File: src/hw/rtl/odometer_pulse_counter_top_defines.svh
// ----------------------------------------------------------------------------
// Assertion macros for the odometer pulse counter
// Each macro expects clk and rst_n in scope at the point of use.
// ----------------------------------------------------------------------------
`ifndef ODOMETER_PULSE_COUNTER_TOP_DEFINES_SVH
`define ODOMETER_PULSE_COUNTER_TOP_DEFINES_SVH

// same-cycle implication
`define OPC_ASSERT_IMP(name, ante, cons) \
    name: assert property (@(posedge clk) disable iff (!rst_n) (ante) |-> (cons)) \
        else $error("odometer pulse counter: same-cycle check failed");

// next-cycle implication
`define OPC_ASSERT_NEXT(name, ante, cons) \
    name: assert property (@(posedge clk) disable iff (!rst_n) (ante) |=> (cons)) \
        else $error("odometer pulse counter: next-cycle check failed");

`endif

File: src/hw/rtl/opc_pkg.sv
`timescale 1ns / 1ps
// ----------------------------------------------------------------------------
// opc_pkg
// Shared widths, codes, word types and address mapping for the odometer.
// ----------------------------------------------------------------------------
package opc_pkg;

    // field widths
    localparam int OP_W       = 2;
    localparam int PPM_W      = 16;
    localparam int TRIP_W     = 14;
    localparam int DIG_W      = 7;
    localparam int DEC_W      = 4;
    localparam int ADDR_W     = 4;
    localparam int DATA_W     = 8;
    localparam int CFG_IDX_W  = 1;
    localparam int CFG_DATA_W = 16;

    // write slots per item, in emission order
    localparam int NSLOT  = 5;
    localparam int SLOT_W = 3;
    localparam logic [SLOT_W-1:0] SLOT_TRIP_LO = 3'd0;
    localparam logic [SLOT_W-1:0] SLOT_TRIP_HI = 3'd1;
    localparam logic [SLOT_W-1:0] SLOT_DLOW    = 3'd2;
    localparam logic [SLOT_W-1:0] SLOT_DMID    = 3'd3;
    localparam logic [SLOT_W-1:0] SLOT_DHIGH   = 3'd4;

    // descriptor queue
    localparam int QDEPTH = 4;
    localparam int QPTR_W = $clog2(QDEPTH);
    localparam int QCNT_W = QPTR_W + 1;

    // counter limits
    localparam logic [TRIP_W-1:0] TRIP_MAX    = 14'd9999;
    localparam logic [DIG_W:0]    DIGIT_LIMIT = 8'd100;
    localparam logic [DEC_W-1:0]  DECADE_WRAP = 4'd10;
    localparam logic [DEC_W-1:0]  DECADE_HALF = 4'd5;

    // configuration register indexes
    localparam logic [CFG_IDX_W-1:0] CFG_PPM  = 1'b0;
    localparam logic [CFG_IDX_W-1:0] CFG_FUEL = 1'b1;
    localparam logic [PPM_W-1:0]     PPM_RESET = 16'd1000;

    // nonvolatile byte addresses
    localparam logic [ADDR_W-1:0] ADDR_NONE      = 4'd0;
    localparam logic [ADDR_W-1:0] ADDR_DIST_LOW  = 4'd4;
    localparam logic [ADDR_W-1:0] ADDR_DIST_MID  = 4'd5;
    localparam logic [ADDR_W-1:0] ADDR_DIST_HIGH = 4'd6;
    localparam logic [ADDR_W-1:0] ADDR_TRIP_LOW  = 4'd7;
    localparam logic [ADDR_W-1:0] ADDR_TRIP_HIGH = 4'd8;
    localparam logic [ADDR_W-1:0] ADDR_GAS_LOW   = 4'd9;
    localparam logic [ADDR_W-1:0] ADDR_GAS_HIGH  = 4'd10;

    typedef enum logic [OP_W-1:0] {
        OP_PULSE = 2'd0,
        OP_STORE = 2'd1,
        OP_CLEAR = 2'd2,
        OP_LOAD  = 2'd3
    } opcode_t;

    // input word
    typedef struct packed {
        logic [OP_W-1:0]   opcode;
        logic [TRIP_W-1:0] load_trip;
        logic [DIG_W-1:0]  load_low;
        logic [DIG_W-1:0]  load_mid;
        logic [DIG_W-1:0]  load_high;
    } item_t;

    // result word
    typedef struct packed {
        logic              write_valid;
        logic [ADDR_W-1:0] write_address;
        logic [DATA_W-1:0] write_data;
        logic              last_result;
        logic [TRIP_W-1:0] trip_value;
        logic [DIG_W-1:0]  dist_low;
        logic [DIG_W-1:0]  dist_mid;
        logic [DIG_W-1:0]  dist_high;
    } result_t;

    // classified item: which writes to issue, their data and the counters
    typedef struct packed {
        logic [NSLOT-1:0]  mask;
        logic              gas;
        logic [DATA_W-1:0] trip_lo;
        logic [DATA_W-1:0] trip_hi;
        logic [DIG_W-1:0]  wr_low;
        logic [DIG_W-1:0]  wr_mid;
        logic [DIG_W-1:0]  wr_high;
        logic [TRIP_W-1:0] trip_value;
        logic [DIG_W-1:0]  dist_low;
        logic [DIG_W-1:0]  dist_mid;
        logic [DIG_W-1:0]  dist_high;
    } desc_t;

    // byte address of a write slot
    function automatic logic [ADDR_W-1:0] slot_address(input logic [SLOT_W-1:0] slot,
                                                       input logic gas);
        logic [ADDR_W-1:0] a;
        a = ADDR_NONE;
        case (slot)
            SLOT_TRIP_LO: a = gas ? ADDR_GAS_LOW : ADDR_TRIP_LOW;
            SLOT_TRIP_HI: a = gas ? ADDR_GAS_HIGH : ADDR_TRIP_HIGH;
            SLOT_DLOW:    a = ADDR_DIST_LOW;
            SLOT_DMID:    a = ADDR_DIST_MID;
            SLOT_DHIGH:   a = ADDR_DIST_HIGH;
            default:      a = ADDR_NONE;
        endcase
        return a;
    endfunction

endpackage

File: src/hw/rtl/opc_front.sv
`timescale 1ns / 1ps
// ----------------------------------------------------------------------------
// opc_front
// Holds the counters, flags and configuration; turns each accepted word
// into a write descriptor in the same cycle.
// ----------------------------------------------------------------------------
module opc_front (
    input  logic                              clk,
    input  logic                              rst_n,
    input  logic                              cfg_we,
    input  logic [opc_pkg::CFG_IDX_W-1:0]     cfg_index,
    input  logic [opc_pkg::CFG_DATA_W-1:0]    cfg_data,
    input  logic                              accept,
    input  opc_pkg::item_t                    item,
    output opc_pkg::desc_t                    desc
);
    import opc_pkg::*;

    logic [PPM_W-1:0]  ppm_reg;
    logic              fuel_reg;
    logic [PPM_W-1:0]  prescale_reg, prescale_next;
    logic [TRIP_W-1:0] trip_reg, trip_next;
    logic [DEC_W-1:0]  decade_reg, decade_next;
    logic [DIG_W-1:0]  low_reg, low_next;
    logic [DIG_W-1:0]  mid_reg, mid_next;
    logic [DIG_W-1:0]  high_reg, high_next;
    logic              done_reg, done_next;
    logic              half_reg, half_next;
    logic              low_dirty_reg, low_dirty_next;
    logic              mid_dirty_reg, mid_dirty_next;
    logic              high_dirty_reg, high_dirty_next;
    logic              hstored_reg, hstored_next;

    logic [PPM_W-1:0]  pre_inc;
    logic [TRIP_W:0]   trip_sum;
    logic [TRIP_W-1:0] trip_wrap;
    logic [DEC_W-1:0]  dec_inc;
    logic [DIG_W:0]    low_inc, mid_inc, high_inc;
    logic              carry, mid_eff, high_eff;

    // increments shared by pulse and store check
    assign pre_inc   = prescale_reg + 1'b1;
    assign trip_sum  = {1'b0, trip_reg} + 1'b1;
    assign trip_wrap = (trip_sum > {1'b0, TRIP_MAX}) ? '0 : trip_sum[TRIP_W-1:0];
    assign dec_inc   = decade_reg + 1'b1;
    assign low_inc   = {1'b0, low_reg} + 1'b1;
    assign mid_inc   = {1'b0, mid_reg} + 1'b1;
    assign high_inc  = {1'b0, high_reg} + 1'b1;

    // classify the word and work out the next state
    always_comb
    begin
        prescale_next   = prescale_reg;
        trip_next       = trip_reg;
        decade_next     = decade_reg;
        low_next        = low_reg;
        mid_next        = mid_reg;
        high_next       = high_reg;
        done_next       = done_reg;
        half_next       = half_reg;
        low_dirty_next  = low_dirty_reg;
        mid_dirty_next  = mid_dirty_reg;
        high_dirty_next = high_dirty_reg;
        hstored_next    = hstored_reg;
        desc.mask       = '0;
        desc.trip_lo    = '0;
        desc.trip_hi    = '0;
        desc.wr_low     = '0;
        desc.wr_mid     = '0;
        desc.wr_high    = '0;
        carry           = 1'b0;
        mid_eff         = mid_dirty_reg;
        high_eff        = high_dirty_reg;

        case (opcode_t'(item.opcode))
            OP_PULSE:
            begin
                if (pre_inc < ppm_reg)
                begin
                    prescale_next = pre_inc;
                end
                else
                begin
                    prescale_next = '0;
                    trip_next     = trip_wrap;
                    done_next     = 1'b1;
                    if (dec_inc < DECADE_WRAP)
                    begin
                        decade_next = dec_inc;
                    end
                    else
                    begin
                        decade_next    = '0;
                        low_dirty_next = 1'b1;
                        if (low_inc >= DIGIT_LIMIT)
                        begin
                            low_next       = '0;
                            mid_dirty_next = 1'b1;
                            if (mid_inc >= DIGIT_LIMIT)
                            begin
                                mid_next        = '0;
                                high_dirty_next = 1'b1;
                                high_next       = (high_inc >= DIGIT_LIMIT) ? '0
                                                                            : high_inc[DIG_W-1:0];
                            end
                            else
                            begin
                                mid_next = mid_inc[DIG_W-1:0];
                            end
                        end
                        else
                        begin
                            low_next = low_inc[DIG_W-1:0];
                        end
                    end
                end
            end

            OP_STORE:
            begin
                // half-way through a 100 m step: pre-store trip + 1
                if ((prescale_reg == (ppm_reg >> 1)) && !half_reg)
                begin
                    desc.mask[SLOT_TRIP_LO] = 1'b1;
                    desc.trip_lo            = trip_wrap[DATA_W-1:0];
                    desc.mask[SLOT_TRIP_HI] = (trip_wrap[DATA_W-1:0] == '0);
                    desc.trip_hi            = {{(2*DATA_W-TRIP_W){1'b0}},
                                               trip_wrap[TRIP_W-1:DATA_W]};
                    half_next               = 1'b1;
                end
                if (done_reg)
                begin
                    done_next = 1'b0;
                    half_next = 1'b0;
                end

                // half-way through a kilometre: pre-store next low digit
                if ((decade_reg == DECADE_HALF) && !hstored_reg)
                begin
                    desc.mask[SLOT_DLOW] = 1'b1;
                    if (low_inc >= DIGIT_LIMIT)
                    begin
                        desc.wr_low = '0;
                        mid_eff     = 1'b1;
                        carry       = 1'b1;
                    end
                    else
                    begin
                        desc.wr_low = low_inc[DIG_W-1:0];
                    end
                    hstored_next = 1'b1;
                end
                if (low_dirty_reg)
                begin
                    low_dirty_next = 1'b0;
                    hstored_next   = 1'b0;
                end

                // mid digit rewrite, carry may ripple on
                if (mid_eff)
                begin
                    desc.mask[SLOT_DMID] = 1'b1;
                    if (carry)
                    begin
                        if (mid_inc >= DIGIT_LIMIT)
                        begin
                            desc.wr_mid = '0;
                            high_eff    = 1'b1;
                        end
                        else
                        begin
                            desc.wr_mid = mid_inc[DIG_W-1:0];
                            carry       = 1'b0;
                        end
                    end
                    else
                    begin
                        desc.wr_mid = mid_reg;
                    end
                    mid_dirty_next = 1'b0;
                end

                // high digit rewrite
                if (high_eff)
                begin
                    desc.mask[SLOT_DHIGH] = 1'b1;
                    if (carry)
                    begin
                        desc.wr_high = (high_inc >= DIGIT_LIMIT) ? '0 : high_inc[DIG_W-1:0];
                    end
                    else
                    begin
                        desc.wr_high = high_reg;
                    end
                    high_dirty_next = 1'b0;
                end
            end

            OP_CLEAR:
            begin
                trip_next               = '0;
                prescale_next           = '0;
                desc.mask[SLOT_TRIP_LO] = 1'b1;
                desc.mask[SLOT_TRIP_HI] = 1'b1;
            end

            OP_LOAD:
            begin
                trip_next       = item.load_trip;
                low_next        = item.load_low;
                mid_next        = item.load_mid;
                high_next       = item.load_high;
                prescale_next   = '0;
                decade_next     = '0;
                done_next       = 1'b0;
                half_next       = 1'b0;
                low_dirty_next  = 1'b0;
                mid_dirty_next  = 1'b0;
                high_dirty_next = 1'b0;
                hstored_next    = 1'b0;
            end

            default:
            begin
                prescale_next = prescale_reg;
            end
        endcase

        // counters after the word
        desc.gas        = fuel_reg;
        desc.trip_value = trip_next;
        desc.dist_low   = low_next;
        desc.dist_mid   = mid_next;
        desc.dist_high  = high_next;
    end

    // configuration registers
    always_ff @(posedge clk or negedge rst_n)
    begin
        if (!rst_n)
        begin
            ppm_reg  <= PPM_RESET;
            fuel_reg <= 1'b0;
        end
        else if (cfg_we)
        begin
            if (cfg_index == CFG_PPM)
            begin
                ppm_reg <= cfg_data[PPM_W-1:0];
            end
            if (cfg_index == CFG_FUEL)
            begin
                fuel_reg <= cfg_data[0];
            end
        end
    end

    // counter and flag state
    always_ff @(posedge clk or negedge rst_n)
    begin
        if (!rst_n)
        begin
            prescale_reg   <= '0;
            trip_reg       <= '0;
            decade_reg     <= '0;
            low_reg        <= '0;
            mid_reg        <= '0;
            high_reg       <= '0;
            done_reg       <= 1'b0;
            half_reg       <= 1'b0;
            low_dirty_reg  <= 1'b0;
            mid_dirty_reg  <= 1'b0;
            high_dirty_reg <= 1'b0;
            hstored_reg    <= 1'b0;
        end
        else if (accept)
        begin
            prescale_reg   <= prescale_next;
            trip_reg       <= trip_next;
            decade_reg     <= decade_next;
            low_reg        <= low_next;
            mid_reg        <= mid_next;
            high_reg       <= high_next;
            done_reg       <= done_next;
            half_reg       <= half_next;
            low_dirty_reg  <= low_dirty_next;
            mid_dirty_reg  <= mid_dirty_next;
            high_dirty_reg <= high_dirty_next;
            hstored_reg    <= hstored_next;
        end
    end

endmodule

File: src/hw/rtl/opc_queue.sv
`timescale 1ns / 1ps
// ----------------------------------------------------------------------------
// opc_queue
// Short register queue of write descriptors between front and back.
// ----------------------------------------------------------------------------
`include "odometer_pulse_counter_top_defines.svh"

module opc_queue (
    input  logic           clk,
    input  logic           rst_n,
    input  logic           wr_en,
    input  opc_pkg::desc_t wr_data,
    input  logic           rd_en,
    output opc_pkg::desc_t rd_data,
    output logic           valid,
    output logic           full
);
    import opc_pkg::*;

    desc_t             entry_reg [QDEPTH];
    logic [QPTR_W-1:0] wr_ptr_reg;
    logic [QPTR_W-1:0] rd_ptr_reg;
    logic [QCNT_W-1:0] count_reg;

    assign rd_data = entry_reg[rd_ptr_reg];
    assign valid   = (count_reg != '0);
    assign full    = (count_reg == QCNT_W'(QDEPTH));

    // storage, no reset needed
    always_ff @(posedge clk)
    begin
        if (wr_en)
        begin
            entry_reg[wr_ptr_reg] <= wr_data;
        end
    end

    // pointers and fill level
    always_ff @(posedge clk or negedge rst_n)
    begin
        if (!rst_n)
        begin
            wr_ptr_reg <= '0;
            rd_ptr_reg <= '0;
            count_reg  <= '0;
        end
        else
        begin
            if (wr_en)
            begin
                wr_ptr_reg <= wr_ptr_reg + 1'b1;
            end
            if (rd_en)
            begin
                rd_ptr_reg <= rd_ptr_reg + 1'b1;
            end
            if (wr_en && !rd_en)
            begin
                count_reg <= count_reg + 1'b1;
            end
            else if (rd_en && !wr_en)
            begin
                count_reg <= count_reg - 1'b1;
            end
        end
    end

    `OPC_ASSERT_IMP(a_q_no_overflow, wr_en && !rd_en, count_reg != QCNT_W'(QDEPTH))
    `OPC_ASSERT_IMP(a_q_no_underflow, rd_en, count_reg != '0)
    `OPC_ASSERT_NEXT(a_q_count_up, wr_en && !rd_en, count_reg == $past(count_reg) + 1'b1)

endmodule

File: src/hw/rtl/opc_back.sv
`timescale 1ns / 1ps
// ----------------------------------------------------------------------------
// opc_back
// Expands the head descriptor into result words in an output register,
// one per cycle while the held result is popped or the register is empty.
// ----------------------------------------------------------------------------
`include "odometer_pulse_counter_top_defines.svh"

module opc_back (
    input  logic            clk,
    input  logic            rst_n,
    input  logic            q_valid,
    input  opc_pkg::desc_t  head,
    output logic            q_pop,
    output opc_pkg::result_t result,
    output logic            empty,
    input  logic            pop
);
    import opc_pkg::*;

    logic [NSLOT-1:0]  done_mask_reg, done_mask_next;
    logic              out_valid_reg;
    result_t           out_reg;

    logic [NSLOT-1:0]  remaining;
    logic [NSLOT-1:0]  sel;
    logic [SLOT_W-1:0] idx;
    logic              found;
    logic              last;
    logic              load;
    logic [DATA_W-1:0] slot_data;
    result_t           word;

    // pick the lowest slot still to go
    always_comb
    begin
        remaining = head.mask & ~done_mask_reg;
        sel       = '0;
        idx       = '0;
        found     = 1'b0;
        for (int i = 0; i < NSLOT; i++)
        begin
            if (remaining[i] && !found)
            begin
                sel[i] = 1'b1;
                idx    = SLOT_W'(i);
                found  = 1'b1;
            end
        end
        last = ((remaining & ~sel) == '0);
    end

    // data byte of the chosen slot
    always_comb
    begin
        case (idx)
            SLOT_TRIP_LO: slot_data = head.trip_lo;
            SLOT_TRIP_HI: slot_data = head.trip_hi;
            SLOT_DLOW:    slot_data = {1'b0, head.wr_low};
            SLOT_DMID:    slot_data = {1'b0, head.wr_mid};
            SLOT_DHIGH:   slot_data = {1'b0, head.wr_high};
            default:      slot_data = '0;
        endcase
    end

    // result word; an item with no writes gives one status word
    always_comb
    begin
        word.write_valid   = found;
        word.write_address = found ? slot_address(idx, head.gas) : ADDR_NONE;
        word.write_data    = found ? slot_data : '0;
        word.last_result   = last;
        word.trip_value    = head.trip_value;
        word.dist_low      = head.dist_low;
        word.dist_mid      = head.dist_mid;
        word.dist_high     = head.dist_high;
    end

    assign load  = q_valid && (!out_valid_reg || pop);
    assign q_pop = load && last;

    always_comb
    begin
        done_mask_next = done_mask_reg;
        if (load)
        begin
            done_mask_next = last ? '0 : (done_mask_reg | sel);
        end
    end

    // control state
    always_ff @(posedge clk or negedge rst_n)
    begin
        if (!rst_n)
        begin
            done_mask_reg <= '0;
            out_valid_reg <= 1'b0;
        end
        else
        begin
            done_mask_reg <= done_mask_next;
            if (load)
            begin
                out_valid_reg <= 1'b1;
            end
            else if (pop)
            begin
                out_valid_reg <= 1'b0;
            end
        end
    end

    // output word register
    always_ff @(posedge clk)
    begin
        if (load)
        begin
            out_reg <= word;
        end
    end

    assign result = out_reg;
    assign empty  = !out_valid_reg;

    `OPC_ASSERT_IMP(a_done_in_mask, q_valid, (done_mask_reg & ~head.mask) == '0)
    `OPC_ASSERT_IMP(a_done_needs_head, done_mask_reg != '0, q_valid)
    `OPC_ASSERT_NEXT(a_last_clears, q_pop, done_mask_reg == '0)

endmodule

File: src/hw/rtl/odometer_pulse_counter_top.sv
`timescale 1ns / 1ps
// ----------------------------------------------------------------------------
// odometer_pulse_counter_top
// Wheel-pulse odometer: trip and distance counters with nonvolatile
// byte write requests, queue-style word ports on both sides.
//
//   channel   ports                         word
//   input     push, full, item              item_t (opcode and load values)
//   result    empty, pop, result            result_t (write request, counters)
//   config    cfg_we, cfg_index, cfg_data   register write, no read-back
//
// The front updates the counters and classifies a word in the cycle it is
// taken, so a new word can be pushed every cycle while the queue has room.
// The back issues one result word per cycle while results are popped:
// one per write request a word raises (one to five), or one status word.
// Results pass through the descriptor queue, then the output register.
// Reset clears counters, flags and queue; no clearing pass is needed.
// ----------------------------------------------------------------------------
module odometer_pulse_counter_top (
    input  logic                           clk,
    input  logic                           rst_n,
    input  logic                           cfg_we,
    input  logic [opc_pkg::CFG_IDX_W-1:0]  cfg_index,
    input  logic [opc_pkg::CFG_DATA_W-1:0] cfg_data,
    input  logic                           push,
    output logic                           full,
    input  opc_pkg::item_t                 item,
    output logic                           empty,
    input  logic                           pop,
    output opc_pkg::result_t               result
);
    import opc_pkg::*;

    desc_t front_desc;
    desc_t head_desc;
    logic  accept;
    logic  q_valid;
    logic  q_pop;

    assign accept = push && !full;

    // counters and classification
    opc_front u_front (
        .clk       (clk),
        .rst_n     (rst_n),
        .cfg_we    (cfg_we),
        .cfg_index (cfg_index),
        .cfg_data  (cfg_data),
        .accept    (accept),
        .item      (item),
        .desc      (front_desc)
    );

    // descriptor queue
    opc_queue u_queue (
        .clk     (clk),
        .rst_n   (rst_n),
        .wr_en   (accept),
        .wr_data (front_desc),
        .rd_en   (q_pop),
        .rd_data (head_desc),
        .valid   (q_valid),
        .full    (full)
    );

    // result word issue
    opc_back u_back (
        .clk     (clk),
        .rst_n   (rst_n),
        .q_valid (q_valid),
        .head    (head_desc),
        .q_pop   (q_pop),
        .result  (result),
        .empty   (empty),
        .pop     (pop)
    );

endmodule
File: config.mk
export PLATFORM = sky130hd
export DESIGN_NAME = odometer_pulse_counter_top
export DESIGN_NICKNAME = d
export VERILOG_FILES = /design/src/hw/rtl/opc_pkg.sv /design/src/hw/rtl/opc_front.sv /design/src/hw/rtl/opc_queue.sv /design/src/hw/rtl/opc_back.sv /design/src/hw/rtl/odometer_pulse_counter_top.sv
export VERILOG_INCLUDE_DIRS = /design/src /design/src/hw/rtl
export SDC_FILE = /design/constraint.sdc
export NUM_CORES = 1
export LEC_CHECK = 0
export BUFFER_PORTS_ARGS = -buffer_cell sky130_fd_sc_hd__buf_4
export CAP_MARGIN = 5
export CELL_PAD_IN_SITES_DETAIL_PLACEMENT = 1
export CELL_PAD_IN_SITES_GLOBAL_PLACEMENT = 1
export CORE_MARGIN = 8
export CORE_UTILIZATION = 51
export CTS_CLUSTER_DIAMETER = 80
export DETAILED_ROUTE_END_ITERATION = 10
export GPL_ROUTABILITY_DRIVEN = 0
export PLACE_DENSITY_LB_ADDON = 0.1
export SLEW_MARGIN = 20
export SYNTH_ARGS = -nofsm -noshare
export SYNTH_HDL_FRONTEND = slang
export SYNTH_SLANG_ARGS = --single-unit
File: constraint.sdc
create_clock -name clk -period 6.2 [get_ports clk]
set_clock_uncertainty 0.1 [all_clocks]
set_input_delay 1.24 -clock clk [delete_from_list [all_inputs] [get_ports clk]]
set_output_delay 1.24 -clock clk [all_outputs]
set_load 0.005 [all_outputs]
==> run metrics, run 1 <==
ys flop type=edfxtp_1; ANT cells=0; Initial Utilization=0.517; I/O pin cnt=110; hpwl dp=37000 um; met1 GRT Util=0.332; initial antenna violation count=0; met2 Use GR=0.372; register area share after synthesis=0.627; worst-margin pin slew=1.09 ns; GRT Util Overall=0.235; minimum clock period=4.44 ns; first-pass GRT wire length=roughly 86000 um; fraction of layout cells with a size suffix above 1=0.210; area taken by multi-input logic gates=0.00702 mm2; clock tree sinks=444; core area=a little under 0.04 mm2; hold crit path type=reg -> reg; Num CTS Buffers=48; CTS tree=done; Distinct cells, synth=89; Die Ht=217 um; TritonRoute pass-1 iters=5; Synth Register Bits=444; via/cell ratio=between 6 and 7; vias in the first global route=14350; Total Die Area=0.0470 mm2; Synth area leaders=edfxtp_1 52%, dfrtp_1 10%, mux4_2 8.3%; DR vias=13458; gr ovfl total=0; Yosys top cell by area=edfxtp_1; MaxCap Viol Count=0; largest net degree at the start of global routing=54; clk buf depth=3; post-route ant nets=0; CP Max Fanout=33; PostCTS Resize Cnt=0; fraction of registers with async set/reset=0.205; synth warn=0; fill cell count=3815; Max Fclk=225 MHz; Syn-to-layout area delta=14.2%; row cnt=73; WP data required=6.37 ns; Post-CTS Hold Fix Bufs=0; crit start category=flip-flop; Post-Syn Area=0.0205 mm2; clock latency at the later pin of the worst-skew pair=0.58 ns; die extent in x=around 220 um; P per Cell Area=465 mW/mm2; EDFF count, synth=~350; final hold vios=0; WL final=55200 um; RSZ-0062 raised after global routing=false; post-route insts no fill=2150; placed cells=2060; Final nets=1677; share of the synthesized area in the top cell type=0.516; commonest cells in the synthesized netlist=353 x edfxtp_1, 117 x nand2_1, 85 x dfrtp_1; drt drc=0; initial drt markers=1008; storage element area=0.0129 mm2; Synth Net Count=1589; most frequent cell after synthesis=edfxtp_1; Max IR drop VDD=between 0.2 and 0.3 mV; Avg Cell Area, Syn=13.7 um2; setup TNS=0 ns; Critical Path AT=4.61 ns; wire per inst=25.7 um; root buf cell=clkbuf_16; status=completed; max FFs per register=304; Crit. End Element=flip-flop; Pins Over Slew Limit=0; global routing's busiest layer=met2; crit path kind=reg -> reg; CTS HTree Levels=2; GR Util met3=0.0329; Period Utilization, post-route=0.717; Static Leak=8.43 nW; Setup-failing EPs final=0; Relative slew margins=0.270; Synth Instances=roughly 1500; Setup Fix Bufs, Post-CTS=0; CTS clock-pin slew for the worst setup and hold paths=about 0.060 ns; IO Port Bufs=between 100 and 150; worst hold slack=approximately 0.39 ns
==> logic make-up (layout without fill, tap and decap cells) <==
family	count (synthesis)	after routing	share of synthesized area
buf+inv	155	283	0.0331
simple gates	380	380	0.0937
fa+ha+maj	34	34	0.0210
flops	444	444	0.627
compound gates	345	345	0.114
xor+xnor	52	52	0.0222
mux	87	87	0.0891
==> worst max-delay path, cell delays in order, from the launching register on <==
cell and delay, ns:
dfrtp_1 0.47, and4_1 0.28, and4_1 0.32, and3_1 0.29, and3_1 0.25, xor2_1 0.17, ha_1 0.26, a21oi_1 0.14
o21ai_0 0.10, a21oi_1 0.22, o21a_2 0.70, nor2_1 0.08, buf_4 0.27, a32oi_1 0.28, a32oi_1 0.21
==> power by group <==
| group | switching [mW] | total, mW | internal (mW) |
|---|---|---|---|
| sequential | 0.588 | 4.77 | 4.18 |
| clock | 1.20 | 2.91 | 1.71 |
| combinational | 1.84 | 3.23 | 1.39 |
==> per-stage QoR <==
| step | cell area, um2 | util | setup slack (ns) | power, mW |
|---|---|---|---|---|
| 3_3_place_gp | 21800 | 0.550 | 1.95 | 7.94 |
| 6_report | 23500 | 0.591 | 1.76 | 10.9 |
| 4_1_cts | 23500 | 0.591 | 1.80 | 11.0 |
| 3_5_place_dp | 21800 | 0.550 | 1.82 | 8.07 |
| 2_1_floorplan | 20500 | - | 0.635 | 6.81 |
| 5_1_grt | 23500 | 0.591 | 1.39 | 11.4 |
==> placed cells by master (no fill, tap or decap), types with 7 or more instances in the layout <==
| cell | Yosys | routed |
|---|---|---|
| clkinv_2 | 0 | 9 |
| clkinvlp_4 | 0 | 10 |
| and3_1 | 19 | 19 |
| nand2_1 | 117 | 117 |
| o21ai_0 | 78 | 78 |
| nor2b_1 | 13 | 12 |
| o31ai_1 | 12 | 12 |
| a32oi_1 | 27 | 27 |
| a31oi_1 | 29 | 29 |
| and2_1 | 19 | 15 |
| nand2b_1 | 17 | 17 |
| xor2_1 | 12 | 12 |
| nor2_1 | 81 | 81 |
| buf_4 | 13 | 130 |
| clkbuf_16 | 0 | 49 |
| a221oi_1 | 8 | 8 |
| mux4_2 | 76 | 76 |
| ha_1 | 32 | 32 |
| a32o_1 | 10 | 10 |
| xnor2_1 | 40 | 40 |
| o21ai_1 | 13 | 13 |
| nor4_1 | 9 | 8 |
| inv_1 | 58 | 58 |
| o211ai_1 | 10 | 10 |
| a21oi_1 | 64 | 63 |
| dfrtp_1 | 85 | 83 |
| a22oi_1 | 16 | 16 |
| nor3_1 | 14 | 14 |
| edfxtp_1 | 353 | 353 |
| nand4_1 | 12 | 12 |
| o2bb2ai_1 | 7 | 7 |
| nand3_1 | 40 | 40 |
==> layout make-up <==
| type | instances | share of cell area |
|---|---|---|
| inverters | 59 | 0.00944 |
| flip-flops and latches | 444 | 0.549 |
| clock buffers | 56 | 0.0551 |
| well taps | 525 | 0.0280 |
| clock inverters | 34 | 0.0142 |
| multi-input cells | 898 | 0.299 |
| repair buffers | 134 | 0.0450 |
==> metal layers <==
layer	share of wire	vias up
met2	0.48	398
li1	-	5978
met5	0	-
met3	0.052	107
met4	0.028	0
met1	0.44	6975
==> worst paths after layout <==
| path | startpoint | depth (start not counted) | slack [ns] | to |
|---|---|---|---|---|
| min | u_back.done_mask_reg[0]$_DFFE_PN0P_ | 2 | 0.39 | u_back.done_mask_reg[0]$_DFFE_PN0P_ |
| min reg2reg | u_back.done_mask_reg[0]$_DFFE_PN0P_ | 2 | 0.39 | u_back.done_mask_reg[0]$_DFFE_PN0P_ |
| min in group asynchronous | rst_n | 1 | 0.59 | u_front.ppm_reg[15]$_DFFE_PN0P_ |
| max in group asynchronous | rst_n | 2 | 4.20 | u_front.mid_reg[1]$_DFFE_PN0P_ |
| max reg2reg | u_front.prescale_reg[2]$_DFFE_PN0P_ | 14 | 1.76 | u_queue.entry_reg[1][25]$_DFFE_PP_ |
| max | u_front.prescale_reg[2]$_DFFE_PN0P_ | 14 | 1.76 | u_queue.entry_reg[1][25]$_DFFE_PP_ |
No activity file was read; power rests on OpenSTA's default activity.
==> run 2, diff against run 1 <==
==> constraint.sdc (replaced) <==
create_clock -name clk -period 4.3 [get_ports clk]
set_clock_uncertainty 0.1 [all_clocks]
set_input_delay 0.86 -clock clk [delete_from_list [all_inputs] [get_ports clk]]
set_output_delay 0.86 -clock clk [all_outputs]
set_load 0.005 [all_outputs]
==> run 2 against run 1 <==
Effect of this change:
- non-clock buffer count up 31
- sequential share of layout area down 0.67 points
- via count up 1.3%
- fmax up 9.2%
- core utilization up 0.73 points
==> run metrics, run 2 (synthesis results as in run 1) <==
status=completed (unchanged); Design Area, Final=0.0238 mm2 (was 0.0235 mm2); root buf cell=clkbuf_16 (unchanged); Max Fclk=246 MHz (was 225 MHz); CP cell instances=and4_1 > and4_1 > and3_1 > and3_1 > xor2_1 > ha_1 > nand2_1 > nor2_1 > o211ai_1 > o21a_4 > nor2_1 > buf_4 > a32oi_1 > a32oi_1 (was and4_1 > and4_1 > and3_1 > and3_1 > xor2_1 > ha_1 > a21oi_1 > o21ai_0 > a21oi_1 > o21a_2 > nor2_1 > buf_4 > a32oi_1 > a32oi_1); core area=0.0397 mm2 (unchanged); Pins Over Slew Limit=0 (unchanged); delay-heaviest family, CP=simple AND/OR/NAND/NOR gates (was compound AO/OA/AOI/OAI gates); Setup-failing EPs final=0 (unchanged); Relative slew margins=0.428 (was 0.270); P per Cell Area=668 mW/mm2 (was 465 mW/mm2); post-route ant nets=0 (unchanged); GRT Util Overall=0.235 (about the same); Period Utilization, post-route=0.946 (was 0.717); drt drc=0 (unchanged); initial antenna violation count=1 (was 0); WP buf/inv=1 (unchanged); setup TNS=0 ns (unchanged); WL final=55700 um (was 55200 um); via/cell ratio=6.25 (was 6.26); commonest non-fill, non-tap cell in the layout=edfxtp_1 (unchanged); CP Max Fanout=23 (was 33); I/O pin cnt=110 (unchanged); RSZ-0062 raised after global routing=false (unchanged); Critical Path AT=4.32 ns (was 4.61 ns); fraction of layout cells with a size suffix above 1=0.222 (was 0.210); CTS clock-pin slew for the worst setup and hold paths=0.06 ns (about the same); Num CTS Buffers=48 (unchanged); Slowest-stage cell, CP=dfrtp_1 (was o21a_2); placed inst area=0.0220 mm2 (was 0.0218 mm2); most frequent cells in the layout=353 x edfxtp_1, 160 x buf_4, 117 x nand2_1 (was 353 x edfxtp_1, 130 x buf_4, 117 x nand2_1); die extent in x=217 um (unchanged); final hold vios=0 (unchanged); clock tree sinks=444 (unchanged); TritonRoute pass-1 iters=5 (unchanged); minimum clock period=4.07 ns (was 4.44 ns); ANT cells=0 (unchanged); gr ovfl total=0 (unchanged); Crit. End Element=flip-flop (unchanged); hold crit path type=in -> async (was reg -> reg); Post-CTS Hold Fix Bufs=0 (unchanged); WP data required=4.55 ns (was 6.37 ns); first-pass GRT wire length=86200 um (was 85600 um); crit start category=flip-flop (unchanged); Die Ht=217 um (unchanged); worst-margin pin slew=0.858 ns (was 1.09 ns); initial drt markers=925 (was 1008); largest net degree at the start of global routing=65 (was 54); DR vias=13635 (was 13458); wire per inst=25.5 um (was 25.7 um); row cnt=73 (unchanged); vias in the first global route=14449 (was 14350); max FFs per register=304 (unchanged); Syn-to-layout area delta=15.6% (was 14.2%); CTS tree=done (unchanged); Max IR drop VDD=0.407 mV (was 0.286 mV); clk buf depth=3 (unchanged); IO Port Bufs=109 (unchanged); MaxCap Viol Count=0 (unchanged); CTS HTree Levels=2 (unchanged); Largest stage delay, worst path=0.45 ns (was 0.70 ns); Total Die Area=0.0470 mm2 (unchanged); Final nets=1709 (was 1677); Initial Utilization=0.517 (unchanged); hpwl dp=37800 um (was 37000 um); crit path kind=reg -> reg (unchanged); clock latency at the later pin of the worst-skew pair=0.59 ns (was 0.58 ns); Static Leak=8.62 nW (was 8.43 nW)
## run 2: cell types whose count changed in the layout (fill, tap and decap cells not counted), moves of 2 or more
cell,previous run,this run
inv_16,0,2
buf_4,130,160
clkinv_2,9,7
clkinv_1,6,8
clkbuf_1,3,10
clkinvlp_4,10,2
inv_6,3,0
## run 2: what timing repair did
action,in CTS,in global routing
endpoints found under the setup margin,0,76
setup buffers,0,4
gates resized for setup,0,6
## run 2: path summary, 6_finish.rpt
path	startpoint	end	slack (ns)	cells past startpoint
min in group clk	pop	u_back.out_valid_reg$_DFFE_PN0P_	0.38	2
max	u_front.prescale_reg[3]$_DFFE_PN0P_	u_queue.entry_reg[2][25]$_DFFE_PP_	0.23	14
max in group asynchronous	rst_n	u_front.trip_reg[2]$_DFFE_PN0P_	2.82	3
min	rst_n	u_front.prescale_reg[10]$_DFFE_PN0P_	0.23	1
max reg2reg	u_front.prescale_reg[3]$_DFFE_PN0P_	u_queue.entry_reg[2][25]$_DFFE_PP_	0.23	14
min reg2reg	u_back.done_mask_reg[1]$_DFFE_PN0P_	u_back.done_mask_reg[1]$_DFFE_PN0P_	0.39	2
## run 2: final cells by class
class / count / area [um2]
inverter: 59 / 221
fill: 3848 / 16000
timing repair buffer: 165 / 1300
clock buffer: 64 / 1330
multi-input combinational: 899 / 7050
sequential: 444 / 12900
clock inverter: 25 / 305
tap: 525 / 657
## run 2: where the power goes
| part | internal, mW | switching [mW] | total, mW |
|---|---|---|---|
| Combinational | 2.06 | 2.86 | 4.91 |
| Sequential | 6.03 | 0.682 | 6.71 |
| Clock | 2.55 | 1.70 | 4.25 |
## run 2: per-layer routing
metal  vias up  part of all wire  GRT usage
met1      7090              0.45      0.333
met4         0             0.022     0.0620
li1       6053                 -          -
met3        91             0.057     0.0468
met5         -                 0          0
met2       401              0.47      0.371
## run 2: per-stage QoR
stage                     cells  hold slack, ns  setup WS (ns)  utilization  power (mW)
after floorplan            1497           0.354          0.212            -        9.81
after global placement     2087           0.367          0.362        0.555        11.5
after detailed placement   2087           0.375          0.197        0.555        11.7
after CTS                  2176           0.243          0.156        0.596        16.0
after global routing       2181           0.268        0.00302        0.598        16.6
final                      2181           0.232          0.233        0.598        15.9
==> run 3, diff against run 2 <==
--- a/config.mk
+++ b/config.mk
@@ -10,7 +10,6 @@
 export CAP_MARGIN = 5
 export CELL_PAD_IN_SITES_DETAIL_PLACEMENT = 1
 export CELL_PAD_IN_SITES_GLOBAL_PLACEMENT = 1
-export CORE_MARGIN = 8
 export CORE_UTILIZATION = 51
 export CTS_CLUSTER_DIAMETER = 80
 export DETAILED_ROUTE_END_ITERATION = 10
==> run 3 against run 2 <==
Effect of this change:
- global-route usage grew 3.9 points
- cell count shrank 0.32%
- routed wire length shrank 0.95%
- sequential share of layout area is essentially flat
- combinational power shrank 1%
- power grew 1.0%
- non-clock buffer count shrank 5
- via count shrank 0.59%
- largest power group unchanged
==> run metrics, run 3 (synthesis results as in run 1) <==
status=completed (unchanged); fraction of layout cells with a size suffix above 1=0.218 (was 0.222); Die Ht=203 um (was 217 um); die extent in x=203 um (was 217 um); Largest stage delay, worst path=0.48 ns (was 0.45 ns); post-route ant nets=0 (unchanged); Post-CTS Hold Fix Bufs=0 (unchanged); internal power=10.8 mW (was 10.6 mW); clock tree sinks=444 (unchanged); largest net degree at the start of global routing=69 (was 65); CTS tree=done (unchanged); crit path kind=reg -> reg (unchanged); CP Max Fanout=11 (was 23); FF-to-FF Start=u_front.prescale_reg[3]$_DFFE_PN0P_ (unchanged); CTS clock-pin slew for the worst setup and hold paths=0.06 ns (about the same); hpwl dp=37400 um (was 37800 um); Clock power frac=0.277 (was 0.268); placed inst area=0.0220 mm2 (about the same); reg-to-reg slack, setup=0.17 ns (was 0.23 ns); Total Die Area=0.0411 mm2 (was 0.0470 mm2); vias in the first global route=14235 (was 14449); worst-margin pin slew=0.980 ns (was 0.858 ns); PnR worst setup slack=0.175 ns (was 0.233 ns); Setup Fix Bufs, Post-CTS=0 (unchanged); setup TNS=0 ns (unchanged); Reg2Reg Depth=13 (was 14); first-pass GRT wire length=85400 um (was 86200 um); Comb power frac=0.302 (was 0.309); delay-heaviest family, CP=simple AND/OR/NAND/NOR gates (unchanged); most frequent cells in the layout=353 x edfxtp_1, 155 x buf_4, 117 x nand2_1 (was 353 x edfxtp_1, 160 x buf_4, 117 x nand2_1); crit start category=flip-flop (unchanged); Crit. End Element=flip-flop (unchanged); worst r2r dst=u_queue.entry_reg[0][20]$_DFFE_PP_ (was u_queue.entry_reg[2][25]$_DFFE_PP_); Syn-to-layout area delta=15.6% (about the same); worst hold slack=0.133 ns (was 0.232 ns); max FFs per register=304 (unchanged); row cnt=73 (unchanged); Max Fclk=242 MHz (was 246 MHz); via/cell ratio=6.23 (was 6.25); DR vias=13554 (was 13635); WL final=55100 um (was 55700 um); drt drc=0 (unchanged); Seq pwr share=0.421 (was 0.423); Critical Path AT=4.33 ns (was 4.32 ns); Sw Pwr=5.23 mW (was 5.24 mW); CP startpoint=u_front.prescale_reg[3]$_DFFE_PN0P_ (unchanged); total power=16.0 mW (was 15.9 mW); clock latency at the later pin of the worst-skew pair=0.58 ns (was 0.59 ns); CTS HTree Levels=2 (unchanged); IO Port Bufs=109 (unchanged); wire per inst=25.4 um (was 25.5 um); minimum clock period=4.13 ns (was 4.07 ns); initial drt markers=929 (was 925); WP data required=4.50 ns (was 4.55 ns); final hold vios=0 (unchanged); DP Worst Slack=0.261 ns (was 0.197 ns); TritonRoute pass-1 iters=4 (was 5); root buf cell=clkbuf_16 (unchanged); I/O pin cnt=110 (unchanged); GRT Util Overall=0.274 (was 0.235); initial antenna violation count=0 (was 1); Initial Utilization=0.517 (unchanged); core area=0.0397 mm2 (unchanged); commonest non-fill, non-tap cell in the layout=edfxtp_1 (unchanged); gr ovfl total=0 (unchanged); Slowest-stage cell, CP=o21ai_0 (was dfrtp_1); MaxCap Viol Count=0 (unchanged); Sw Share=0.326 (was 0.330); PostCTS Resize Cnt=0 (unchanged); Relative slew margins=0.344 (was 0.428); Max IR drop VDD=0.604 mV (was 0.407 mV); P per Cell Area=675 mW/mm2 (was 668 mW/mm2); Num CTS Buffers=47 (was 48); Design Area, Final=0.0238 mm2 (about the same); Final nets=1702 (was 1709); Setup-failing EPs final=0 (unchanged); Period Utilization, post-route=0.959 (was 0.946); CP cell instances=and4_1 > and4_1 > and3_1 > and3_1 > xor2_1 > ha_1 > nand2_1 > nor2_1 > o211ai_1 > o21a_4 > nor3_2 > a21oi_1 > o21ai_0 (was and4_1 > and4_1 > and3_1 > and3_1 > xor2_1 > ha_1 > nand2_1 > nor2_1 > o211ai_1 > o21a_4 > nor2_1 > buf_4 > a32oi_1 > a32oi_1); ANT cells=0 (unchanged); hold crit path type=in -> async (unchanged); fill cell count=3816 (was 3848); WP buf/inv=0 (was 1); clk buf depth=3 (unchanged); Static Leak=8.62 nW (about the same); Pins Over Slew Limit=0 (unchanged)
run 3: cell types whose count changed in the layout (fill, tap and decap cells not counted), moves of 2 or more:
| cell | before | now |
|---|---|---|
| clkinvlp_4 | 2 | 0 |
| clkbuf_1 | 10 | 8 |
| inv_16 | 2 | 0 |
| buf_4 | 160 | 155 |
| clkbuf_8 | 5 | 1 |
| bufinv_16 | 6 | 11 |
| inv_6 | 0 | 3 |
run 3: power groups by stage:
stage / logic (mW) / registers (mW) / clock network [mW]
after CTS: 4.90 / 6.75 / 4.52
after global routing: 5.24 / 6.87 / 4.65
after detailed placement: 4.86 / 6.83 / 0
after floorplan: 3.33 / 6.48 / 0
final: 4.84 / 6.76 / 4.44
after global placement: 4.72 / 6.75 / 0
run 3: area by class of cell:
type                       count  area (um2)  area share
inverter                      59         221     0.00932
sequential                   444       12900       0.543
multi-input combinational    898        7030       0.296
clock buffer                  57        1240      0.0524
tap                          525         657      0.0277
timing repair buffer         160        1260      0.0532
clock inverter                31         447      0.0188
run 3: worst max path at each step:
stage | end | slack [ns] | cells past startpoint
2_1_floorplan | u_queue.entry_reg[2][0]$_DFFE_PP_ | 0.21 | 6
3_3_place_gp | u_queue.entry_reg[0][27]$_DFFE_PP_ | 0.39 | 14
3_5_place_dp | u_queue.entry_reg[2][23]$_DFFE_PP_ | 0.26 | 14
4_1_cts | u_queue.entry_reg[0][27]$_DFFE_PP_ | 0.23 | 14
5_1_grt | u_queue.entry_reg[0][23]$_DFFE_PP_ | -0.04 | 14
6_report | u_queue.entry_reg[0][20]$_DFFE_PP_ | 0.17 | 13
run 3: per-layer routing:
layer	vias up	part of all wire	GRT usage
li1	6026	-	-
met1	7056	0.45	0.393
met2	394	0.48	0.440
met3	78	0.050	0.0353
met4	0	0.021	0.0808
met5	-	0	0
run 3: stage by stage:
step,util,instances
finish,0.598,2174
global route,0.598,2174
CTS,0.597,2174
detailed placement,0.555,2086
global placement,0.555,2086
floorplan,-,1497
